$ cat src/rtl/lcdsf_pkg.sv
`timescale 1ns / 1ps

package lcdsf_pkg;

    localparam int FrameLen = 7;

    typedef logic [FrameLen-1:0][7:0] t_frame;

    typedef struct packed {
        logic               link_connected;
        logic [2:0]         smiley_code;
        logic [2:0]         unit_symbol;
        logic [7:0]         battery_level;
        logic               percent_mark;
        logic signed [15:0] small_value;
        logic signed [15:0] big_value_x10;
    } t_item;

    localparam logic [7:0] SymH    = 8'h76;
    localparam logic [7:0] SymI    = 8'h40;
    localparam logic [7:0] SymL    = 8'h58;
    localparam logic [7:0] SymO    = 8'h6C;
    localparam logic [7:0] SymZero = 8'h5F;

    function automatic logic [7:0] digit_seg(input logic [3:0] digit);
        logic [7:0] seg;
        unique case (digit)
            4'd0:    seg = SymZero;
            4'd1:    seg = 8'h06;
            4'd2:    seg = 8'h6B;
            4'd3:    seg = 8'h2F;
            4'd4:    seg = 8'h36;
            4'd5:    seg = 8'h3D;
            4'd6:    seg = 8'h7D;
            4'd7:    seg = 8'h07;
            4'd8:    seg = 8'h7F;
            4'd9:    seg = 8'h3F;
            default: seg = 8'h00;
        endcase
        return seg;
    endfunction

endpackage

$ cat src/rtl/lcd_segment_frame_encoder.sv
`timescale 1ns / 1ps
// Throughput: one input transaction per cycle unless a changed frame meets a stalled master
// side; the encode pass sits between the input register and the last-sent frame register,
// which also drives the output.
// Reset: display enabled, no transaction pending, last-sent frame all zero,
// units byte of the large field set to the letter o.

module lcd_segment_frame_encoder (
    input  logic        i_clk,
    input  logic        i_rst_n,
    input  logic        i_cfg_we,
    input  logic        i_cfg_wdata,
    input  logic        i_s_axis_tvalid,
    output logic        o_s_axis_tready,
    // [15:0] big_value_x10, [31:16] small_value, [32] percent_mark,
    // [40:33] battery_level, [43:41] unit_symbol, [46:44] smiley_code,
    // [47] link_connected
    input  logic [47:0] i_s_axis_tdata,
    output logic        o_m_axis_tvalid,
    input  logic        i_m_axis_tready,
    // [7:0] seg_byte0, [15:8] seg_byte1, [23:16] seg_byte2, [31:24] seg_byte3,
    // [39:32] seg_byte4, [47:40] seg_byte5, [55:48] seg_byte6
    output logic [55:0] o_m_axis_tdata
);
    import lcdsf_pkg::*;

    logic       r_display_off;
    logic       n_display_off;
    logic       r_in_valid;
    logic       n_in_valid;
    t_item      r_item;
    logic [7:0] r_byte2;
    logic [7:0] n_byte2;
    t_frame     r_last_sent;
    t_frame     n_last_sent;
    logic       r_out_valid;
    logic       n_out_valid;

    t_frame     frame_enc;
    logic       emit;
    logic       out_free;
    logic       advance;
    logic       in_fire;

    lcdsf_encode u_encode (
        .i_item       (r_item),
        .i_prev_byte2 (r_byte2),
        .o_frame      (frame_enc)
    );

    assign emit            = !r_display_off && (frame_enc != r_last_sent);
    assign out_free        = !r_out_valid || i_m_axis_tready;
    assign advance         = r_in_valid && (!emit || out_free);
    assign o_s_axis_tready = !r_in_valid || advance;
    assign in_fire         = i_s_axis_tvalid && o_s_axis_tready;

    assign o_m_axis_tvalid = r_out_valid;
    assign o_m_axis_tdata  = r_last_sent;

    always_comb begin
        n_display_off = i_cfg_we ? i_cfg_wdata : r_display_off;

        if (in_fire) begin
            n_in_valid = 1'b1;
        end else if (advance) begin
            n_in_valid = 1'b0;
        end else begin
            n_in_valid = r_in_valid;
        end

        n_byte2 = advance ? frame_enc[2] : r_byte2;

        if (advance && emit) begin
            n_last_sent = frame_enc;
            n_out_valid = 1'b1;
        end else begin
            n_last_sent = r_last_sent;
            n_out_valid = r_out_valid && !i_m_axis_tready;
        end
    end

    always_ff @(posedge i_clk) begin
        if (!i_rst_n) begin
            r_display_off <= 1'b0;
            r_in_valid    <= 1'b0;
            r_byte2       <= SymO;
            r_last_sent   <= '0;
            r_out_valid   <= 1'b0;
        end else begin
            r_display_off <= n_display_off;
            r_in_valid    <= n_in_valid;
            r_byte2       <= n_byte2;
            r_last_sent   <= n_last_sent;
            r_out_valid   <= n_out_valid;
        end
    end

    always_ff @(posedge i_clk) begin
        if (in_fire) begin
            r_item <= t_item'(i_s_axis_tdata);
        end
    end

endmodule

$ cat src/rtl/lcdsf_encode.sv
`timescale 1ns / 1ps

module lcdsf_encode (
    input  lcdsf_pkg::t_item  i_item,
    input  logic [7:0]        i_prev_byte2,
    output lcdsf_pkg::t_frame o_frame
);
    import lcdsf_pkg::*;

    localparam logic signed [15:0] BigHi    = 16'sd19995;
    localparam logic signed [15:0] BigLo    = -16'sd995;
    localparam logic signed [15:0] BigRndHi = 16'sd1995;
    localparam logic signed [15:0] BigRndLo = -16'sd95;
    localparam logic signed [15:0] SmlHi    = 16'sd99;
    localparam logic signed [15:0] SmlLo    = -16'sd9;

    // floor(x * R >> S) equals x / D for every x below 21000
    localparam logic [14:0] Recip10   = 15'd26215;
    localparam logic [12:0] Recip100  = 13'd5243;
    localparam logic [13:0] Recip1000 = 14'd8389;
    localparam logic [7:0]  RecipSml  = 8'd205;

    logic signed [15:0] big;
    logic signed [15:0] sml;
    logic               big_hi;
    logic               big_lo;
    logic               big_neg;
    logic               big_rnd;
    logic [15:0]        big_mag;
    logic [14:0]        x;
    logic [29:0]        p10;
    logic [27:0]        p100;
    logic [28:0]        p1000;
    logic [10:0]        d10;
    logic [7:0]         d100;
    logic [4:0]         d1000;
    logic [10:0]        m_val;
    logic [7:0]         t_val;
    logic [4:0]         h_val;
    logic [3:0]         big_units;
    logic [3:0]         big_tens;
    logic [3:0]         big_hund;
    logic               sml_hi;
    logic               sml_lo;
    logic               sml_neg;
    logic [6:0]         sml_mag;
    logic [14:0]        sp;
    logic [3:0]         sml_tens;
    logic [3:0]         sml_units;
    logic [7:0]         link_bit;

    always_comb begin
        big     = i_item.big_value_x10;
        big_hi  = big > BigHi;
        big_lo  = big < BigLo;
        big_neg = big < 16'sd0;
        big_rnd = (big > BigRndHi) || (big < BigRndLo);
        big_mag = big_neg ? 16'(-big) : 16'(big);

        // rounded case: digits of (mag + 5) / 10 are taken from (mag + 5) one decade up
        x     = big_rnd ? 15'(big_mag + 16'd5) : big_mag[14:0];
        p10   = 30'(x) * 30'(Recip10);
        p100  = 28'(x) * 28'(Recip100);
        p1000 = 29'(x) * 29'(Recip1000);
        d10   = p10[28:18];
        d100  = p100[26:19];
        d1000 = p1000[27:23];

        m_val = big_rnd ? d10 : x[10:0];
        t_val = big_rnd ? d100 : d10[7:0];
        h_val = big_rnd ? d1000 : d100[4:0];

        big_units = 4'(m_val - 11'(t_val) * 11'd10);
        big_tens  = 4'(t_val - 8'(h_val) * 8'd10);
        if (h_val >= 5'd20) begin
            big_hund = 4'(h_val - 5'd20);
        end else if (h_val >= 5'd10) begin
            big_hund = 4'(h_val - 5'd10);
        end else begin
            big_hund = h_val[3:0];
        end

        sml       = i_item.small_value;
        sml_hi    = sml > SmlHi;
        sml_lo    = sml < SmlLo;
        sml_neg   = sml < 16'sd0;
        sml_mag   = sml_neg ? 7'(-sml) : 7'(sml);
        sp        = 15'(sml_mag) * 15'(RecipSml);
        sml_tens  = sp[14:11];
        sml_units = 4'(sml_mag - 7'(sml_tens) * 7'd10);

        link_bit = {i_item.link_connected, 7'b0};

        if (big_hi) begin
            o_frame[0] = SymH;
            o_frame[1] = SymI | link_bit;
            o_frame[2] = i_prev_byte2;
        end else if (big_lo) begin
            o_frame[0] = SymL;
            o_frame[1] = SymO | link_bit;
            o_frame[2] = i_prev_byte2;
        end else begin
            o_frame[0] = (big_neg ? 8'h20 : 8'h00)
                       | ((h_val >= 5'd10) ? 8'h80 : 8'h00)
                       | ((h_val != 5'd0) ? digit_seg(big_hund) : 8'h00);
            o_frame[1] = digit_seg(big_tens) | link_bit;
            o_frame[2] = (big_rnd ? 8'h00 : 8'h80) | digit_seg(big_units);
        end

        o_frame[3] = {i_item.battery_level > 8'd20, i_item.battery_level > 8'd40,
                      i_item.battery_level > 8'd60, i_item.battery_level > 8'd80,
                      i_item.unit_symbol[1], i_item.unit_symbol[0],
                      i_item.unit_symbol[2], 1'b1};

        if (sml_hi) begin
            o_frame[4] = {i_item.smiley_code[2], 7'b0} | SymH;
            o_frame[5] = {i_item.percent_mark, 7'b0} | SymI;
        end else if (sml_lo) begin
            o_frame[4] = {i_item.smiley_code[2], 7'b0} | SymL;
            o_frame[5] = {i_item.percent_mark, 7'b0} | SymO;
        end else begin
            o_frame[4] = {i_item.smiley_code[2], 7'b0}
                       | (sml_neg ? 8'h04 : 8'h00)
                       | ((sml_mag > 7'd9) ? digit_seg(sml_tens) : 8'h00);
            o_frame[5] = {i_item.percent_mark, 7'b0} | digit_seg(sml_units);
        end

        o_frame[6] = {i_item.smiley_code[1:0], 6'b0};
    end

endmodule

$ cat config.mk
export PLATFORM = sky130hd
export DESIGN_NAME = lcd_segment_frame_encoder
export DESIGN_NICKNAME = d
export VERILOG_FILES = /design/src/rtl/lcdsf_pkg.sv /design/src/rtl/lcd_segment_frame_encoder.sv /design/src/rtl/lcdsf_encode.sv
export SDC_FILE = /design/constraint.sdc
export NUM_CORES = 1
export LEC_CHECK = 0
export ABC_AREA = 1
export BUFFER_PORTS_ARGS = -buffer_cell sky130_fd_sc_hd__buf_2
export CAP_MARGIN = 20
export CORE_MARGIN = 2
export CORE_UTILIZATION = 64
export DETAILED_ROUTE_END_ITERATION = 8
export HOLD_SLACK_MARGIN = 0.1
export MAX_ROUTING_LAYER = met4
export PLACE_DENSITY = 0.83
export SYNTH_ARGS = -nofsm -noshare
export SYNTH_HDL_FRONTEND = slang
export SYNTH_HIERARCHICAL = 1
export SYNTH_SLANG_ARGS = --single-unit
$ cat constraint.sdc
create_clock -name i_clk -period 11.4 [get_ports i_clk]
set_input_delay 0.57 -clock i_clk [delete_from_list [all_inputs] [get_ports i_clk]]
set_output_delay 0.57 -clock i_clk [all_outputs]
set_load 0.05 [all_outputs]
Yosys cells after proc, flatten, opt, wreduce, memory -nomap -nowiden
Memory sizes are Yosys's and may differ from the RTL's.
Index checks and enable logic that the tools add are counted.
Storage, ports and cells
  bits in registers: 109
  memories kept: 5
  logic and storage cells: 108
  bits in read-only memories: 560
  output and inout port bits: 58
  bits of input ports: 54
Memories
  (name not given): depth 16, width 7, rd ports 1, clocked after Yosys merged registers in 0, wr ports 0, line lcdsf_pkg.sv:27  | unique case (digit)
  (name not given): depth 16, width 7, rd ports 1, clocked after Yosys merged registers in 0, wr ports 0, line lcdsf_pkg.sv:27
  (name not given): depth 16, width 7, rd ports 1, clocked after Yosys merged registers in 0, wr ports 0, line lcdsf_pkg.sv:27
  (name not given): depth 16, width 7, rd ports 1, clocked after Yosys merged registers in 0, wr ports 0, line lcdsf_pkg.sv:27
  (name not given): depth 16, width 7, rd ports 1, clocked after Yosys merged registers in 0, wr ports 0, line lcdsf_pkg.sv:27
Operators by class
  equality and inequality tests: 1
  reductions and logical operators: 16
  $add $sub $neg: 8
  $mul: 7
  bitwise logic cells: 7
  muxes and demuxes: 31
  magnitude comparators: 15
Operators with widths (count)
  $mux 8: 15
  $or 8x8->8: 7
  $ne 50x50->1: 1
  $mux 24: 2
  $lt 16x1->1 const B: 2
  $mux 16: 2
  $mux 15: 2
  $mul 15x14->28 const B: 1
  $mul 15x13->27 const B: 1
  $mul 15x15->26 const B: 1
  $gt 16x12->1 const B: 1
  $gt 16x16->1 const B: 1
  $gt 16x8->1 const B: 1
  $gt 8x6->1 const B: 2
  $lt 16x11->1 const B: 1
  $lt 16x5->1 const B: 1
  $lt 16x8->1 const B: 1
  $add 15x3->15 const B: 1
  $mul 7x8->15 const B: 1
  $neg 15->15: 1
  $mux 4: 3
  $sub 4x4->4: 3
  $gt 8x5->1 const B: 1
  $gt 8x7->1 const B: 1
  19 further kinds: 32

Depth between registers and ports, before layout
An unclocked memory read counts as a cell.
  depth in word-level cells: 24
  mapped depth: 68
  mapped depth without buffers: 67

Hierarchy
The synthesis kept the hierarchy.
By module, submodules not included
  lcdsf_encode: cells an instance 1689, area each 12680.9 um^2, sequential area each 0.0 um^2, instances 1
  lcd_segment_frame_encoder: cells an instance 703, area each 5162.5 um^2, sequential area each 2782.7 um^2, instances 1

Worst setup path after synthesis
Ideal clock, no wire load.
  path type: register -> register
  from: register r_item[0] (netlist name)
  to: register r_item[0] (netlist name), enable pin
  arrival time: 10.479 ns
  cell stages (with the launch flop): 53
  period minus slack after synthesis: 10.881 ns
  required time: 10.998 ns
  setup slack: 0.519 ns
  setup time: 0.402 ns
  cells stage by stage: edfxtp_1 -> inv_1 -> ha_1 -> inv_1 -> nand2_1 -> nand2_1 -> inv_1 -> ha_1 -> inv_1 -> nand2_2 -> nand2_2 -> nor2_4 -> nand3_2 -> nor2_4 -> nand4_1 -> xor2_1 -> inv_1 -> fa_1 -> [17 not listed] -> fa_1 -> xnor2_1 -> xor2_1 -> xor2_2 -> inv_1 -> o21ai_1 -> a21oi_1 -> nand2_1 -> nand2_1 -> nor2_1 -> nand2_1 -> nor2_1 -> nand2_1 -> nor2_1 -> nand2_1 -> nand4_1 -> nand2_1 -> inv_1
RTL lines
  start: declaration: line lcd_segment_frame_encoder.sv:31  | t_item r_item;
  start signal: assignment: line lcd_segment_frame_encoder.sv:100  | r_item <= t_item'(i_s_axis_tdata);

==> results.txt <==
* Number of synthesized flops with an enable pin: 48
- The final route contains 15400 vias.
- Kind of start point of the critical path: register
- In the final routed layout, each cell accounts on average for 15.0 um.
- Averaged over all synthesized cells, the footprint is 7.46 um^2.
- After detailed routing, the total wire length is 43800 um.
- The clock tree synthesis step divided the H-tree into 4 levels.
- For this run, design rule violations remaining after detail routing come to 0.
- The first global-routing pass estimated 70600 um of wire.
- TritonCTS built the clock tree.
* CP bufs+invs: 11
- In the layout the commonest cells are 562 x nand2_1, 519 x inv_1, 316 x ha_1.
- Floorplan die area: 29200 um^2
* Worst setup slack after placement: 0.159 ns
* Net total in the final layout: 3047
- For the final database, setup skew stands at 0.0202 ns.
- Number of warnings reported in the yosys synthesis log: 6
* Fraction of registers with async set or reset after synthesis: 0%
* Cell type contributing the most total cell area after synthesis: ha_1
- Register clock-pin slew on the reported worst setup and hold paths: 0.07 ns
- Number of buffers created by CTS: 17
- Slowest stage cell, crit path: fa_1
- Max-cap violations in this run came to 0.
- The area growth from synthesis to layout is 9.87%.
* Min Tclk post-route: 10.89 ns
- At the worst endpoint, the required time is 10.83 ns.
- After the first detailed-routing iteration, the DRC count stood at 1122.
- Worst slew margin: 49.3%
- The first detailed-routing pass took 6 iterations.
* Share of the clock period used by the worst path: 95.5%
- Number of global-route vias before repair: 15100
- Crit path arrival time: 10.32 ns
- The worst setup path is captured at an output pin.
* Share of post-route cells with drive strength above 1: 10.3%
- Number of distinct library cells after synthesis: 55
* Bufs on Longest Clock Path: 2
- Peak fanout along the critical path: 20
- Row generation in the floorplan step produced 61 rows.
- Boundary Pins: 112
* Gate family responsible for the most delay along the worst path: adder cells
- Total global-route track usage: 31.4%
- In the synthesized netlist the dominant register cell turns out to be dfxtp_1.
- Entering global routing, the biggest net connects 63 pins.
- The root buffer cell chosen for the clock tree is clkbuf_16.
* Number of buffers added on ports: 111
* Cell count after synthesis: 2392
- HPWL after DPL: 35700 um
- Part of the Yosys area used for sequential elements: 15.6%
* Maximum clock frequency: 91.9 MHz
* Routed via count divided by cell count: 5.30
* Initial core utilization: 64.6%
* # placed instances: 2865
- Horiz. Die Dim: 171 um
- Remaining global-route overflow: 0
- Final setup vio count: 0
- The synthesized design devotes to its leading area cell type 22.2% of total area.
* Final estimated routing congestion in global placement: 0.984
* Slew at the pin closest to its max-slew limit: 0.758 ns
* Run status: complete, no violations
* Top area cells in the synthesized netlist: ha_1 22%, fa_1 17%, nand2_1 12%
- Slew Viols, Final: 0
- Die Span Y: 171 um
- Across all setup checks in the final design, the least slack found is 0.514 ns.
- Critical path's largest stage delay: 0.55 ns
* Cell area reported after detailed placement: 18800 um^2
- Once detail routing completed, the nets flagged for antenna violations numbered 0.
- The worst setup path is of the register to output pin kind.
- Most frequent standard cell in the layout excluding fill and tap cells: nand2_1
- Core ar.: 27600 um^2
- The min-delay analysis places its worst path in the category primary input to register.
- The finished layout holds 2912 standard cells, fillers aside.
- Worst-Skew Late Latency: 0.43 ns
- Final Hold Violating Endpoints: 0
* Syn Std Cell Area: 17800 um^2
* Antenna violations before repair: 0
* Flip-flop and latch count after synthesis: 115
- The clock net in this run drives a total of 115 sinks.
- Once layout is done, the placed cells without fillers occupy 19600 um^2.
- Number of inserted diodes: 0
final cells by class:
| class | count | area (um^2) |
|---|---|---|
| Sequential cell | 115 | 2780 |
| Multi-Input combinational cell | 1707 | 12900 |
| Fill cell | 2221 | 8030 |
| Clock buffer | 17 | 425 |
| Clock inverter | 15 | 154 |
| Tap cell | 378 | 473 |
| Inverter | 531 | 2000 |
| Timing Repair Buffer | 149 | 885 |
Yosys cell counts, drive strengths merged (2+ instances only):
cell type and count:
o21bai 8, a21oi 74, ha 317, a21o 10, clkbuf 3, xor2 33
and2 3, o21ai 56, buf 41, or2 10, fa 155, nand2 585
a31o 2, nand3b 2, nor4 6, nor3b 2, conb 2, inv 531
nor2 240, nand4 24, nor3 11, a31oi 4, dfxtp 67, o211ai 11
xnor2 21, nand3 113, o21a 3, edfxtp 48
timing repair:
action | 4_1_cts | 5_1_grt
resized for setup | 3 | 23
hold buffers | 0 | 0
pin swaps | 0 | 5
cloned | 0 | 0
setup endpoints to repair | 1 | 114
buffers inserted | 1 | 14
path summary, 6_finish.rpt:
| path | slack, ns | cells after the start | end | from |
|---|---|---|---|---|
| worst max-delay path | 0.51 | 46 | o_s_axis_tready | r_item[15] |
| worst min-delay path | 0.31 | 1 | r_item[37] | i_s_axis_tdata[37] |
| worst max register to register | 0.83 | 52 | o_m_axis_tdata[42] | r_item[15] |
| worst min register to register | 0.46 | 2 | r_byte2[5] | r_byte2[5] |
flip-flops by register name, indices dropped and copies added, names as in the netlist:
name             count
o_m_axis_tdata      56
r_byte2              8
r_display_off        1
r_item              48
r_in_valid           1
o_m_axis_tvalid      1
layer usage:
layer / GRT usage, % / routed length (um) / up-vias / share of wire, %
met3: 4.28 / 2420 / 103 / 5.5
met2: 54.3 / 21800 / 490 / 50
met1: 37.6 / 18100 / 7220 / 41
met5: - / 0 / - / 0
met4: 11.1 / 1560 / 0 / 3.6
li1: - / - / 7632 / -
through the flow:
| stage | hold WS [ns] | utilization [%] | setup TNS [ns] |
|---|---|---|---|
| after floorplan | 0.424 | - | 0 |
| after global placement | 0.437 | 68.1 | 0 |
| after detailed placement | 0.448 | 68.1 | 0 |
| after CTS | 0.298 | 70.3 | 0 |
| after global routing | 0.300 | 71.0 | -0.0435 |
| final | 0.313 | 71.0 | 0 |
worst reg2reg max path, delay by kind of cell (launching register included):
family,cells,cell delay (ns)
xor gates and xnor gates,4,0.91
adders and majority gates,9,3.93
AOI/OAI and AO/OA,4,0.83
buffers and inverters,12,1.66
and+or+nand+nor,23,2.67
DFF,1,0.50
cells by family (layout without fill, tap and decap cells):
group                    Yosys count  count (layout)  share of synthesized area [%]
adder cells (fa/ha/maj)          472             472                           39.6
other                              2               7                         0.0421
AO/OA/AOI/OAI                    176             176                           5.72
AND/OR/NAND/NOR                  998             998                           23.4
XOR/XNOR                          54              54                           2.73
buffers and inverters            575             712                           12.9
flip-flops                       115             115                           15.6
Power is left out: the tool's default activity adds up to more than one toggle a clock period on the data nets, which glitch-free logic cannot reach.
